### src/ors_pkg.sv
// Shared types, constants and a helper function for the orbit rotation step core.
`default_nettype none
package ors_pkg;

    localparam int MAX_SLOTS    = 16;
    localparam int CORDIC_STEPS = 16;
    localparam int TABLE_LEN    = 24;
    localparam int CORDIC_N     = (CORDIC_STEPS > TABLE_LEN) ? TABLE_LEN : CORDIC_STEPS;
    localparam int SLOT_W       = $clog2(MAX_SLOTS + 1);

    localparam int ACC_W = 66;   // accumulator / product width
    localparam int OP_W  = 33;   // multiplier operand width
    localparam int XY_W  = 34;   // cordic x, y
    localparam int Z_W   = 34;   // angle register
    localparam int T_W   = 52;   // k*sin >> 14
    localparam int IDX_W = 5;

    localparam logic signed [Z_W-1:0] PI_Q26      = 34'sd210828714;
    localparam logic signed [Z_W-1:0] TWO_PI_Q26  = 34'sd421657428;
    localparam logic signed [Z_W-1:0] HALF_PI_Q26 = 34'sd105414357;
    localparam logic signed [XY_W-1:0] GAIN_Q30   = 34'sd652032874;
    localparam logic signed [ACC_W-1:0] ROUND_Q30 = 66'sd536870912;

    // multiply-accumulate ops
    localparam logic [2:0] MAC_NONE = 3'd0;
    localparam logic [2:0] MAC_SET  = 3'd1;
    localparam logic [2:0] MAC_ADD  = 3'd2;
    localparam logic [2:0] MAC_SUB  = 3'd3;
    localparam logic [2:0] MAC_ADDT = 3'd4;

    // operand A sources
    localparam logic [3:0] A_V0    = 4'd0;
    localparam logic [3:0] A_V1    = 4'd1;
    localparam logic [3:0] A_V2    = 4'd2;
    localparam logic [3:0] A_CM0   = 4'd3;
    localparam logic [3:0] A_CM1   = 4'd4;
    localparam logic [3:0] A_CM2   = 4'd5;
    localparam logic [3:0] A_SPEED = 4'd6;
    localparam logic [3:0] A_CJ1   = 4'd7;
    localparam logic [3:0] A_CJ2   = 4'd8;
    localparam logic [3:0] A_K     = 4'd9;
    localparam logic [3:0] A_UJ    = 4'd10;

    // operand B sources
    localparam logic [3:0] B_P0    = 4'd0;
    localparam logic [3:0] B_P1    = 4'd1;
    localparam logic [3:0] B_P2    = 4'd2;
    localparam logic [3:0] B_V0    = 4'd3;
    localparam logic [3:0] B_V1    = 4'd4;
    localparam logic [3:0] B_V2    = 4'd5;
    localparam logic [3:0] B_CM0   = 4'd6;
    localparam logic [3:0] B_CM1   = 4'd7;
    localparam logic [3:0] B_CM2   = 4'd8;
    localparam logic [3:0] B_TSTEP = 4'd9;
    localparam logic [3:0] B_UJ1   = 4'd10;
    localparam logic [3:0] B_UJ2   = 4'd11;
    localparam logic [3:0] B_SIN   = 4'd12;
    localparam logic [3:0] B_COS   = 4'd13;

    // datapath actions
    localparam logic [3:0] D_NONE  = 4'd0;
    localparam logic [3:0] D_C     = 4'd1;
    localparam logic [3:0] D_SQRT  = 4'd2;
    localparam logic [3:0] D_SPEED = 4'd3;
    localparam logic [3:0] D_CLEN  = 4'd4;
    localparam logic [3:0] D_ANGLE = 4'd5;
    localparam logic [3:0] D_MOD   = 4'd6;
    localparam logic [3:0] D_FOLD  = 4'd7;
    localparam logic [3:0] D_CORD  = 4'd8;
    localparam logic [3:0] D_TRIG  = 4'd9;
    localparam logic [3:0] D_DIV   = 4'd10;
    localparam logic [3:0] D_K     = 4'd11;
    localparam logic [3:0] D_T     = 4'd12;
    localparam logic [3:0] D_OUT   = 4'd13;
    localparam logic [3:0] D_IDENT = 4'd14;

    typedef struct packed {
        logic [2:0]       mac;
        logic [3:0]       asel;
        logic [3:0]       bsel;
        logic [3:0]       dst;
        logic [IDX_W-1:0] idx;
        logic [2:0]       comp;
    } cmd_t;

    typedef struct packed {
        logic c_zero;
        logic mod_done;
        logic sqrt_done;
        logic div_done;
    } status_t;

    typedef struct packed {
        logic in_ready;
        logic emit;
    } hs_t;

    typedef struct packed {
        logic               frame_start;
        logic               detail_level;
        logic signed [15:0] pos_x;
        logic signed [15:0] pos_y;
        logic signed [15:0] pos_z;
        logic signed [15:0] vel_x;
        logic signed [15:0] vel_y;
        logic signed [15:0] vel_z;
        logic [13:0]        sphere_radius;
    } in_item_t;

    typedef struct packed {
        logic [3:0]         slot;
        logic               slot_overflow;
        logic signed [15:0] new_pos_x;
        logic signed [15:0] new_pos_y;
        logic signed [15:0] new_pos_z;
        logic signed [15:0] new_vel_x;
        logic signed [15:0] new_vel_y;
        logic signed [15:0] new_vel_z;
        logic [13:0]        out_radius;
    } out_item_t;

    // atan(2^-i) in Q.26
    function automatic logic [25:0] atan_q26(input logic [IDX_W-1:0] i);
        logic [25:0] a;
        case (i)
            5'd0:    a = 26'd52707179;
            5'd1:    a = 26'd31114864;
            5'd2:    a = 26'd16440240;
            5'd3:    a = 26'd8345322;
            5'd4:    a = 26'd4188855;
            5'd5:    a = 26'd2096470;
            5'd6:    a = 26'd1048491;
            5'd7:    a = 26'd524277;
            5'd8:    a = 26'd262143;
            5'd9:    a = 26'd131072;
            5'd10:   a = 26'd65536;
            5'd11:   a = 26'd32768;
            5'd12:   a = 26'd16384;
            5'd13:   a = 26'd8192;
            5'd14:   a = 26'd4096;
            5'd15:   a = 26'd2048;
            5'd16:   a = 26'd1024;
            5'd17:   a = 26'd512;
            5'd18:   a = 26'd256;
            5'd19:   a = 26'd128;
            5'd20:   a = 26'd64;
            5'd21:   a = 26'd32;
            5'd22:   a = 26'd16;
            5'd23:   a = 26'd8;
            default: a = 26'd0;
        endcase
        return a;
    endfunction

endpackage
`default_nettype wire

### src/ors_ctrl.sv
// Controller: sequences the datapath through cross product, norms, cordic and rotation.
`default_nettype none
module ors_ctrl
    import ors_pkg::*;
(
    input  wire logic    clk,
    input  wire logic    rst_n,
    input  wire logic    in_valid,
    input  wire logic    in_detail,
    input  wire logic    out_free,
    input  wire status_t status,
    output cmd_t         cmd,
    output hs_t          hs
);

    localparam logic [3:0] S_IDLE  = 4'd0;
    localparam logic [3:0] S_CROSS = 4'd1;
    localparam logic [3:0] S_ZCHK  = 4'd2;
    localparam logic [3:0] S_SQ    = 4'd3;
    localparam logic [3:0] S_SQW   = 4'd4;
    localparam logic [3:0] S_CSQ   = 4'd5;
    localparam logic [3:0] S_CSQW  = 4'd6;
    localparam logic [3:0] S_ANG   = 4'd7;
    localparam logic [3:0] S_MOD   = 4'd8;
    localparam logic [3:0] S_FOLD  = 4'd9;
    localparam logic [3:0] S_CORD  = 4'd10;
    localparam logic [3:0] S_TRIG  = 4'd11;
    localparam logic [3:0] S_ROT   = 4'd12;
    localparam logic [3:0] S_DIVW  = 4'd13;
    localparam logic [3:0] S_FIN   = 4'd14;
    localparam logic [3:0] S_EMIT  = 4'd15;

    logic [3:0]       state_reg, state_next;
    logic [IDX_W-1:0] cnt_reg, cnt_next;
    logic [2:0]       comp_reg, comp_next;

    always_comb
    begin
        state_next  = state_reg;
        cnt_next    = cnt_reg;
        comp_next   = comp_reg;
        cmd         = '0;
        cmd.idx     = cnt_reg;
        cmd.comp    = comp_reg;
        hs.in_ready = 1'b0;
        hs.emit     = 1'b0;

        unique case (state_reg)
            S_IDLE:
            begin
                hs.in_ready = 1'b1;
                if (in_valid && !in_detail)
                begin
                    state_next = S_CROSS;
                    cnt_next   = '0;
                end
            end
            S_CROSS:
            begin
                cnt_next = cnt_reg + 1'b1;
                case (cnt_reg)
                    5'd0:    begin cmd.mac = MAC_SET; cmd.asel = A_V1; cmd.bsel = B_P2; end
                    5'd1:    begin cmd.mac = MAC_SUB; cmd.asel = A_V2; cmd.bsel = B_P1; end
                    5'd2:    begin cmd.dst = D_C; cmd.idx = 5'd0; end
                    5'd3:    begin cmd.mac = MAC_SET; cmd.asel = A_V2; cmd.bsel = B_P0; end
                    5'd4:    begin cmd.mac = MAC_SUB; cmd.asel = A_V0; cmd.bsel = B_P2; end
                    5'd5:    begin cmd.dst = D_C; cmd.idx = 5'd1; end
                    5'd6:    begin cmd.mac = MAC_SET; cmd.asel = A_V0; cmd.bsel = B_P1; end
                    5'd7:    begin cmd.mac = MAC_SUB; cmd.asel = A_V1; cmd.bsel = B_P0; end
                    default:
                    begin
                        cmd.dst    = D_C;
                        cmd.idx    = 5'd2;
                        state_next = S_ZCHK;
                    end
                endcase
            end
            S_ZCHK:
            begin
                cnt_next = '0;
                if (status.c_zero)
                begin
                    cmd.dst    = D_IDENT;
                    state_next = S_EMIT;
                end
                else
                begin
                    state_next = S_SQ;
                end
            end
            S_SQ:
            begin
                cnt_next = cnt_reg + 1'b1;
                case (cnt_reg)
                    5'd0:    begin cmd.mac = MAC_SET; cmd.asel = A_V0; cmd.bsel = B_V0; end
                    5'd1:    begin cmd.mac = MAC_ADD; cmd.asel = A_V1; cmd.bsel = B_V1; end
                    5'd2:    begin cmd.mac = MAC_ADD; cmd.asel = A_V2; cmd.bsel = B_V2; end
                    default: begin cmd.dst = D_SQRT; state_next = S_SQW; end
                endcase
            end
            S_SQW:
            begin
                cnt_next = '0;
                if (status.sqrt_done)
                begin
                    cmd.dst    = D_SPEED;
                    state_next = S_CSQ;
                end
            end
            S_CSQ:
            begin
                cnt_next = cnt_reg + 1'b1;
                case (cnt_reg)
                    5'd0:    begin cmd.mac = MAC_SET; cmd.asel = A_CM0; cmd.bsel = B_CM0; end
                    5'd1:    begin cmd.mac = MAC_ADD; cmd.asel = A_CM1; cmd.bsel = B_CM1; end
                    5'd2:    begin cmd.mac = MAC_ADD; cmd.asel = A_CM2; cmd.bsel = B_CM2; end
                    default: begin cmd.dst = D_SQRT; state_next = S_CSQW; end
                endcase
            end
            S_CSQW:
            begin
                cnt_next = '0;
                if (status.sqrt_done)
                begin
                    cmd.dst    = D_CLEN;
                    state_next = S_ANG;
                end
            end
            S_ANG:
            begin
                if (cnt_reg == '0)
                begin
                    cmd.mac  = MAC_SET;
                    cmd.asel = A_SPEED;
                    cmd.bsel = B_TSTEP;
                    cnt_next = cnt_reg + 1'b1;
                end
                else
                begin
                    cmd.dst    = D_ANGLE;
                    state_next = S_MOD;
                end
            end
            S_MOD:
            begin
                cmd.dst = D_MOD;
                if (status.mod_done)
                begin
                    state_next = S_FOLD;
                end
            end
            S_FOLD:
            begin
                cmd.dst    = D_FOLD;
                cnt_next   = '0;
                state_next = S_CORD;
            end
            S_CORD:
            begin
                cmd.dst = D_CORD;
                if (32'(cnt_reg) == CORDIC_N - 1)
                begin
                    state_next = S_TRIG;
                end
                else
                begin
                    cnt_next = cnt_reg + 1'b1;
                end
            end
            S_TRIG:
            begin
                cmd.dst    = D_TRIG;
                cnt_next   = '0;
                comp_next  = '0;
                state_next = S_ROT;
            end
            S_ROT:
            begin
                cnt_next = cnt_reg + 1'b1;
                case (cnt_reg)
                    5'd0:    begin cmd.mac = MAC_SET; cmd.asel = A_CJ1; cmd.bsel = B_UJ2; end
                    5'd1:    begin cmd.mac = MAC_SUB; cmd.asel = A_CJ2; cmd.bsel = B_UJ1; end
                    default: begin cmd.dst = D_DIV; state_next = S_DIVW; end
                endcase
            end
            S_DIVW:
            begin
                cnt_next = '0;
                if (status.div_done)
                begin
                    cmd.dst    = D_K;
                    state_next = S_FIN;
                end
            end
            S_FIN:
            begin
                cnt_next = cnt_reg + 1'b1;
                case (cnt_reg)
                    5'd0:    begin cmd.mac = MAC_SET; cmd.asel = A_K; cmd.bsel = B_SIN; end
                    5'd1:    cmd.dst = D_T;
                    5'd2:    begin cmd.mac = MAC_SET; cmd.asel = A_UJ; cmd.bsel = B_COS; end
                    5'd3:    cmd.mac = MAC_ADDT;
                    default:
                    begin
                        cmd.dst  = D_OUT;
                        cnt_next = '0;
                        if (comp_reg == 3'd5)
                        begin
                            state_next = S_EMIT;
                        end
                        else
                        begin
                            comp_next  = comp_reg + 3'd1;
                            state_next = S_ROT;
                        end
                    end
                endcase
            end
            S_EMIT:
            begin
                if (out_free)
                begin
                    hs.emit    = 1'b1;
                    state_next = S_IDLE;
                end
            end
            default: state_next = S_IDLE;
        endcase
    end

    always_ff @(posedge clk or negedge rst_n)
    begin
        if (!rst_n)
        begin
            state_reg <= S_IDLE;
            cnt_reg   <= '0;
            comp_reg  <= '0;
        end
        else
        begin
            state_reg <= state_next;
            cnt_reg   <= cnt_next;
            comp_reg  <= comp_next;
        end
    end

endmodule
`default_nettype wire
### config.mk
export PLATFORM = sky130hd
export DESIGN_NAME = ors_ctrl
export DESIGN_NICKNAME = d
export VERILOG_FILES = /design/src/ors_pkg.sv /design/src/ors_ctrl.sv
export SDC_FILE = /design/constraint.sdc
export NUM_CORES = 1
export LEC_CHECK = 0
export ABC_AREA = 1
export BUFFER_PORTS_ARGS = -buffer_cell sky130_fd_sc_hd__buf_2
export CAP_MARGIN = 40
export CORE_ASPECT_RATIO = 0.7
export CORE_UTILIZATION = 50
export CTS_CLUSTER_DIAMETER = 60
export CTS_CLUSTER_SIZE = 25
export DETAILED_ROUTE_END_ITERATION = 7
export GPL_TIMING_DRIVEN = 0
export PLACE_DENSITY = 0.72
export SLEW_MARGIN = 10
export SYNTH_ARGS = -nofsm -noshare
export SYNTH_HDL_FRONTEND = slang
export SYNTH_SLANG_ARGS = --single-unit
### constraint.sdc
create_clock -name clk -period 2.1 [get_ports clk]
set_input_delay 0.105 -clock clk [delete_from_list [all_inputs] [get_ports clk]]
set_output_delay 0.105 -clock clk [all_outputs]
set_load 0.02 [all_outputs]
==> metrics, run 1 <==
PwrDens=1430 mW/mm2; Final setup violation count=0; net switching power=1540 uW; largest cells by area after synthesis=dfrtp_1 20%, nand2_1 18%, inv_1 9.9%, nor2_1 8.7%, nand3_1 7.0%; Synth warnings=0; share of layout cells above drive strength 1=26.7%; Pre-antenna DRT Iters=4; clock-pin slew on the worst setup and hold paths=0.05 ns; H-tree depth=1; CP endpoint kind=output pin; # IOs=34; post-synth cell types=24; first-pass GRT wire length=6310 um; Seq pwr share=14.7%; CP max FO=6; hold_ws=0.273 ns; Final Hold Fails=0; Vias=1701; area of the multi-input gates=0.00108 mm2; drt initial violations=171; wire per inst=12.4 um; max-cap violations=0; Crit Path Class=flip-flop to output pin; Lkg Pwr=0.00107 uW; #FFs+latches synth=12; placed cell areas=0.00172 mm2; die area=0.00325 mm2; CTS Sinks=12; top cell type's share of synthesized area=19.9%; Comb power frac=77.8%; clk root buf=clkbuf_8; worst skew pair latency=0.23 ns; Clock Path Buffers=2; setup slack after layout=0.107 ns; die span in x=67.7 um; drt total wl=4060 um; area delta synth->final=21.5%; flip-flop and latch area=304 um2; Row Count=16; total CTS buffers=3; period utilisation layout=94.9%; Initial Utilization=53.5%; Synth Instances=254; required time worst endpoint=2.00 ns; Syn Nets=270; Worst Skew=0.000422 ns; initial antenna violation count=0; P_int=1080 uW; Worst Path Arrival=1.89 ns; Die Y=48.0 um; ant diodes=0; CTS tree=built; Tmin final=1.99 ns; Max IR drop VDD=0.000863 V; Clock power frac=7.5%; Synth area leader=dfrtp_1; Tightest Pin Transition=0.318 ns; hpwl dp=3310 um; area of the mapped netlist=0.00151 mm2; Largest register FFs=5; GPL Wtd Cong=0.922; Overflow after GRT=0; Filler Cell Count=268; Peak Freq=502 MHz; Worst slew margin=78.8%; crit path launch type=flip-flop; largest net degree at the start of global routing=13; worst hold path class=input port to async pin; pre-CTS WS=0.0989 ns; total core area=0.00282 mm2; switch share=58.9%; Max Slew Vio Count=0; drt drc=0; Nets=310; vias in the first global route=1316; Vias/cell=5.19; Antenna Nets Post-Route=0; gr usage total=26.8%; Final Total Pwr=2620 uW; synthesized area per cell=5.95 um2; cell area after layout=0.00183 mm2; port buffer count=33; post-synthesis sequential area ratio=19.9%; status=completed
## worst max-delay path, cell delays in order, from the launching register on
cell	delay, ns
dfrtp_2	0.45
inv_4	0.10
ha_1	0.18
inv_2	0.05
nor2_4	0.11
nand2_4	0.10
buf_4	0.16
o22ai_1	0.14
a21oi_1	0.08
nand3_1	0.11
buf_2	0.17
## worst paths after layout
check | from | cells past startpoint | endpoint | slack, ns
min in group clk | status[3] | 5 | state_reg[2]$_DFFE_PN0P_ | 0.37
worst min-delay path | rst_n | 2 | state_reg[2]$_DFFE_PN0P_ | 0.27
max in group asynchronous | rst_n | 2 | cnt_reg[1]$_DFFE_PN0P_ | 1.60
worst max-delay path | cnt_reg[0]$_DFFE_PN0P_ | 10 | cmd[17] | 0.11
worst max register to register | cnt_reg[0]$_DFFE_PN0P_ | 13 | state_reg[1]$_DFFE_PN0P_ | 0.17
worst min register to register | cnt_reg[0]$_DFFE_PN0P_ | 2 | cnt_reg[0]$_DFFE_PN0P_ | 0.59
## Yosys cell counts
cell type / n
nand2_1: 71
inv_1: 40
nor2_1: 35
nand3_1: 21
o21ai_0: 13
dfrtp_1: 12
ha_1: 7
nand2_2: 6
nand4_1: 6
nand2_4: 5
o22ai_1: 5
a21oi_1: 4
inv_2: 4
nor2_4: 4
o2111ai_1: 4
nor3_1: 3
o21ai_1: 3
xor2_1: 3
nand3b_1: 2
nor2_2: 2
a21oi_4: 1
buf_6: 1
o211ai_1: 1
o21a_1: 1
## logic make-up after synthesis
family,share of synthesized area [%]
AO/OA/AOI/OAI,13.1
XOR/XNOR,1.74
adder cells (fa/ha/maj),5.80
AND/OR/NAND/NOR,47.8
flip-flops,19.9
buffers and inverters,11.7
## routing by layer
| layer | global-route usage [%] | share of wire, % | routed length (um) |
|---|---|---|---|
| met1 | 45.3 | 54 | 2200 |
| met2 | 34.7 | 39 | 1580 |
| met3 | 1.43 | 6.7 | 270 |
| met4 | 7.66 | 0.39 | 16 |
| met5 | 0 | 0 | 0 |
## per-stage QoR
| stage | utilization [%] | setup TNS, ns | instances |
|---|---|---|---|
| after floorplan | - | 0 | 254 |
| after global placement | 60.9 | 0 | 323 |
| after detailed placement | 60.9 | 0 | 323 |
| after CTS | 63.1 | -0.00215 | 327 |
| after global routing | 65.0 | -0.0312 | 328 |
| final | 65.0 | 0 | 328 |
## power groups by stage
stage | combinational (uW) | sequential [uW] | clock (uW)
after floorplan | 1460 | 360 | 0
after global placement | 1930 | 378 | 0
after detailed placement | 1940 | 378 | 0
after CTS | 1960 | 376 | 205
after global routing | 2260 | 399 | 213
final | 2040 | 384 | 197
## cells in the final DEF, fill, tap and decap left out, types with 7 or more instances in the layout
master / netlist / layout
buf_2: 0 / 33
dfrtp_1: 12 / 9
inv_1: 40 / 36
inv_2: 4 / 7
nand2_1: 71 / 69
nand2_2: 6 / 8
nand3_1: 21 / 21
nor2_1: 35 / 29
o21ai_0: 13 / 12
## timing repair
action,CTS,global route
hold endpoints to repair,12,0
setup endpoints to repair,12,18
gates resized for setup,4,19
buffers inserted,0,1
hold buffers,1,0
pin swaps,0,2
## layout make-up
cell class | instances | area share, %
inverters | 44 | 9.14
clock buffers | 3 | 2.25
flip-flops and latches | 12 | 16.6
plain buffers | 1 | 0.614
well taps | 36 | 2.46
multi-input cells | 197 | 59.0
repair buffers | 35 | 9.96
Power figures use the tool's default switching activity.
==> inputs of run 2 (changes only) <==
- CTS_CLUSTER_SIZE: 25 -> 20
- RECOVER_POWER: default -> 50
==> metrics, run 2 (synthesized netlist as in run 1, its figures left out) <==
fin util=64.3% (-0.66 points); clk root buf=clkbuf_8; largest net degree at the start of global routing=13 (unchanged); drt drc=0 (unchanged); Worst slew margin=59.6% (-19 points); hold path startpoint=status[3]; Hold Path End=state_reg[2]$_DFFE_PN0P_; r2r setup slk=0.16 ns (about the same); GPL Wtd Cong=0.922 (unchanged); Clock power frac=7.6% (about the same); ant diodes=0 (unchanged); crit path launch type=flip-flop; Row Count=16 (unchanged); Overflow after GRT=0 (unchanged); vias in the first global route=1316 (unchanged); initial antenna violation count=0 (unchanged); total core area=0.00282 mm2 (unchanged); Seq pwr share=14.8% (about the same); drt total wl=4060 um (about the same); Worst Hold Depth=5; Antenna Nets Post-Route=0 (unchanged); required time worst endpoint=2.00 ns (about the same); Max IR drop VDD=0.000861 V (-0.16%); net switching power=1530 uW (-0.58%); Initial Utilization=53.5% (unchanged); # IOs=34 (unchanged); hpwl dp=3310 um (unchanged); Crit Path Class=flip-flop to output pin; die span in x=67.7 um (unchanged); switch share=59.0% (+0.089 points); Worst Skew=0.000595 ns (+0.000172 ns); area of the multi-input gates=0.00107 mm2 (-0.92%); total CTS buffers=3 (unchanged); CP delay by family, top=buffers and inverters; Tightest Pin Transition=0.606 ns (+0.288 ns); Largest register FFs=5 (unchanged); H-tree depth=1 (unchanged); CTS Sinks=12 (unchanged); Final setup violation count=0 (unchanged); area delta synth->final=20.2%; Max Slew Vio Count=0 (unchanged); status=completed; Vias=1701 (unchanged); Nets=310 (unchanged); wire per inst=12.4 um (about the same); first-pass GRT wire length=6310 um (unchanged); Comb power frac=77.6% (-0.2 points); period utilisation layout=95.2% (+0.29 points); reg2reg end=state_reg[1]$_DFFE_PN0P_; cell area after layout=0.00182 mm2 (-1.0%); CTS tree=built; worst hold path class=input port to flip-flop; drt initial violations=222 (+30%); FF-to-FF path depth=13 (unchanged); Filler Cell Count=275 (+2.6%); RR Startpoint=cnt_reg[0]$_DFFE_PN0P_; port buffer count=33 (unchanged); P_int=1070 uW (-0.95%); Clock Path Buffers=2 (unchanged); CP Cell Sequence=inv_4 -> ha_1 -> inv_2 -> nor2_4 -> nand2_4 -> buf_4 -> o22ai_1 -> a21oi_1 -> nand3_1 -> buf_2; Slowest Stage Delay on Critical Path=0.45 ns (about the same); share of layout cells above drive strength 1=23.6% (-3.1 points); flip-flop and latch area=304 um2 (unchanged); clock-pin slew on the worst setup and hold paths=0.05 ns (about the same); Peak Freq=500 MHz (-0.30%); max-cap violations=0 (unchanged); worst skew pair latency=0.23 ns (about the same); Vias/cell=5.19 (unchanged); CP max FO=6 (unchanged); Die Y=48.0 um (unchanged); Worst Path Arrival=1.89 ns (about the same); die area=0.00325 mm2 (unchanged); CP bufs+invs=4 (unchanged); Lkg Pwr=0.00104 uW (-2.9%); Final Hold Fails=0 (unchanged); placed cell areas=0.00172 mm2 (unchanged); Pre-antenna DRT Iters=4 (unchanged); gr usage total=26.8% (unchanged); critical path's slowest cell=dfrtp_2; Final Total Pwr=2600 uW (-0.73%); commonest non-fill, non-tap cell in the layout=nand2_1; PwrDens=1430 mW/mm2 (+0.30%); Tmin final=2.00 ns (+0.00602 ns); most frequent cells in the layout=71 x nand2_1, 36 x inv_1, 29 x nor2_1, 26 x buf_2, 21 x nand3_1; CP endpoint kind=output pin
## run 2: cell count changes in the layout (fill, tap and decap cells not counted), sizes merged
cell	previous run	this run
clkbuf	3	10
buf	35	28
## run 2: power by group through the flow
stage,logic [uW],registers [uW],clock network [uW]
floorplan,1460,360,0
global placement,1930,378,0
detailed placement,1940,378,0
CTS,1960,376,205
global route,2240,399,213
finish,2020,385,197
## run 2: worst max path at each step
stage	startpoint	end	slack (ns)	cells past startpoint
finish	cnt_reg[0]$_DFFE_PN0P_	cmd[17]	0.10	10
global route	cnt_reg[0]$_DFFE_PN0P_	state_reg[1]$_DFFE_PN0P_	-0.02	13
detailed placement	cnt_reg[0]$_DFFE_PN0P_	cmd[16]	0.1	11
global placement	cnt_reg[0]$_DFFE_PN0P_	cnt_reg[1]$_DFFE_PN0P_	0.12	10
floorplan	cnt_reg[0]$_DFFE_PN0P_	cmd[4]	0.20	9
CTS	cnt_reg[0]$_DFFE_PN0P_	cmd[16]	-0.002	11
## run 2: layout make-up
class / instances / area share (%)
Buffer: 1 / 0.620
Clock buffer: 3 / 2.27
Inverter: 44 / 9.24
Multi-Input combinational cell: 197 / 59.1
Sequential cell: 12 / 16.7
Tap cell: 36 / 2.48
Timing Repair Buffer: 35 / 9.58
## run 2: repair_timing
action	CTS	global route
hold endpoints to repair	12	0
pin swaps	0	2
hold buffers	1	0
buffers inserted	0	1
endpoints found under the setup margin	12	18
resized for setup	4	19
## run 2: worst reg2reg max path, stage by stage, from the launching register on
cell	delay [ns]
dfrtp_2	0.42
ha_1	0.22
inv_1	0.08
nor3_2	0.14
ha_2	0.21
inv_1	0.04
nand2_1	0.08
nand2_1	0.06
nor2_1	0.09
nand2_1	0.09
nor2_4	0.20
nand2_4	0.08
nand2_1	0.07
nand2_1	0.05
## run 2: routing by layer
metal  wire length, um  up-vias  global-route usage [%]
li1                  -      890                       -
met1              2190      743                    45.3
met2              1570       66                    34.7
met3               281        2                    1.43
met4                16        0                    7.66
met5                 0        -                       0
## run 2: per-stage QoR
step / std cells / setup slack (ns) / hold WS (ns) / setup TNS (ns)
2_1_floorplan: 254 / 0.205 / -0.191 / 0
3_3_place_gp: 323 / 0.119 / -0.00923 / 0
3_5_place_dp: 323 / 0.0989 / -0.00650 / 0
4_1_cts: 327 / -0.00215 / 0.275 / -0.00215
5_1_grt: 328 / -0.0168 / 0.431 / -0.0312
6_report: 328 / 0.101 / 0.371 / 0
==> inputs of run 3 (changes only) <==
- CELL_PAD_IN_SITES_DETAIL_PLACEMENT: default -> 0
- CELL_PAD_IN_SITES_GLOBAL_PLACEMENT: default -> 1
- CORE_UTILIZATION: 50 -> 37
- PLACE_DENSITY: 0.72 -> 0.77
- REMOVE_ABC_BUFFERS: default -> 1
==> metrics, run 3 (synthesized netlist as in run 1, its figures left out) <==
Overflow after GRT=0 (unchanged); PwrDens=1440 mW/mm2 (+0.44%); worst hold path class=input port to flip-flop; fin util=48.5% (-16 points); gr usage total=20.8% (-6.1 points); Clock Path Buffers=2 (unchanged); Tmin final=2.03 ns (+0.0266 ns); Die Y=55.5 um (+16%); CP bufs+invs=4 (unchanged); CP Cell Sequence=buf_4 -> ha_1 -> inv_2 -> nor2_2 -> nand2_4 -> buf_4 -> o21ai_0 -> a21oi_1 -> o21ai_0 -> buf_2; reg2reg end=state_reg[0]$_DFFE_PN0P_; area delta synth->final=26.0%; GR peak layer=met1; hold path startpoint=status[3]; GPL Wtd Cong=0.903 (-2.1%); CP max FO=6 (unchanged); share of layout cells above drive strength 1=26.8% (+3.2 points); Worst Skew=0.00154 ns (+0.000948 ns); Largest register FFs=5 (unchanged); Final setup violation count=0 (unchanged); Antenna Nets Post-Route=0 (unchanged); crit path launch type=flip-flop; Peak Freq=494 MHz (-1.3%); clk root buf=clkbuf_8; Vias/cell=4.93 (-4.9%); hpwl dp=3460 um (+4.7%); ant diodes=0 (unchanged); worst skew pair latency=0.24 ns (about the same); Hold Path End=state_reg[2]$_DFFE_PN0P_; H-tree depth=1 (unchanged); Vias=1726 (+1.5%); Nets=315 (+1.6%); die area=0.00435 mm2 (+34%); drt total wl=4380 um (+8.0%); met1 usage=33.3% (-12 points); max-cap violations=0 (unchanged); Crit Path Class=flip-flop to output pin; Worst Hold Depth=5 (unchanged); FF-to-FF path depth=14 (+1); drt drc=0 (unchanged); Tightest Pin Transition=0.638 ns (+0.0316 ns); vias in the first global route=1464 (+11%); Max IR drop VDD=0.000999 V (+16%); RR Startpoint=cnt_reg[0]$_DFFE_PN0P_; GRT met3 Usage=0.992% (-0.44 points); Initial Utilization=38.5% (-15 points); area of the multi-input gates=0.00109 mm2 (+1.6%); flip-flop and latch area=302 um2 (-0.82%); unrepaired setup endpoints after global routing=yes; CTS tree=built; Pre-antenna DRT Iters=4 (unchanged); critical path's slowest cell=dfrtp_1; die span in x=78.4 um (+16%); Worst Path Arrival=1.92 ns (+0.03 ns); r2r setup slk=0.14 ns (-0.02 ns); required time worst endpoint=2.00 ns (about the same); Worst slew margin=57.5% (-2.1 points); CP delay by family, top=buffers and inverters; met2 usage=28.9% (-5.7 points); drt initial violations=94 (-58%); Lkg Pwr=0.00108 uW (+4.2%); status=completed; CTS Sinks=12 (unchanged); most frequent cells in the layout=67 x nand2_1, 36 x inv_1, 29 x nor2_1, 26 x buf_2, 21 x nand3_1; commonest non-fill, non-tap cell in the layout=nand2_1; # IOs=34 (unchanged); clock-pin slew on the worst setup and hold paths=0.05 ns (about the same); first-pass GRT wire length=7040 um (+12%); wire per inst=12.5 um (+1.2%); Row Count=19 (+3); CP endpoint kind=output pin; Filler Cell Count=448 (+63%); initial antenna violation count=0 (unchanged); largest net degree at the start of global routing=13 (unchanged); total core area=0.00392 mm2 (+39%); total CTS buffers=3 (unchanged); Final Total Pwr=2730 uW (+5.3%); hold_ws=0.358 ns (-0.0135 ns); period utilisation layout=96.5% (+1.3 points); Max Slew Vio Count=0 (unchanged); Final Hold Fails=0 (unchanged); Slowest Stage Delay on Critical Path=0.36 ns (-0.09 ns); port buffer count=33 (unchanged)
==> run 3: per-layer routing <==
layer | up-vias | wire length [um]
li1 | 907 | -
met1 | 757 | 2390
met2 | 53 | 1710
met3 | 9 | 201
met4 | 0 | 74
met5 | - | 0
==> run 3: through the flow <==
stage,std cells,setup slack (ns),area (um2),setup TNS (ns)
global route,350,-0.00894,1900,-0.0233
floorplan,253,0.205,1500,0
finish,350,0.0744,1900,0
detailed placement,338,0.117,1730,0
global placement,338,0.0704,1730,0
CTS,345,0.0230,1820,0
==> run 3: cell type report <==
| cell class | instances | area share, % |
|---|---|---|
| timing repair buffer | 41 | 11.9 |
| clock buffer | 4 | 2.89 |
| tap | 52 | 3.42 |
| multi-input combinational | 197 | 57.3 |
| inverter | 44 | 8.68 |
| sequential | 12 | 15.8 |
==> run 3: worst max-delay path by stage <==
stage	startpoint	end	cells past startpoint
2_1_floorplan	cnt_reg[0]$_DFFE_PN0P_	cmd[4]	9
3_3_place_gp	cnt_reg[0]$_DFFE_PN0P_	cmd[16]	11
3_5_place_dp	cnt_reg[0]$_DFFE_PN0P_	cmd[16]	11
4_1_cts	cnt_reg[0]$_DFFE_PN0P_	cmd[16]	11
5_1_grt	cnt_reg[0]$_DFFE_PN0P_	cmd[16]	10
6_report	cnt_reg[0]$_DFFE_PN0P_	cmd[16]	10
==> run 3: worst reg2reg max path, delay by kind of cell (launching register included) <==
family	cells	cell delay, ns
and+or+nand+nor	9	0.84
adders and majority gates	2	0.40
DFF	1	0.36
buffers and inverters	3	0.24
==> run 3: timing repair <==
action	4_1_cts	5_1_grt
buffers inserted	2	5
resized for setup	3	22
setup endpoints to repair	11	20
hold buffers	1	0
endpoints found under the hold margin	12	0
pin swaps	0	3
==> run 3: power by group <==
part / total [uW] / switching [uW] / leakage [uW] / internal [uW]
sequential: 391 / 94.2 / 0.000158 / 297
combinational: 2090 / 1400 / 0.000895 / 695
clock: 248 / 82.9 / 0.0000288 / 165
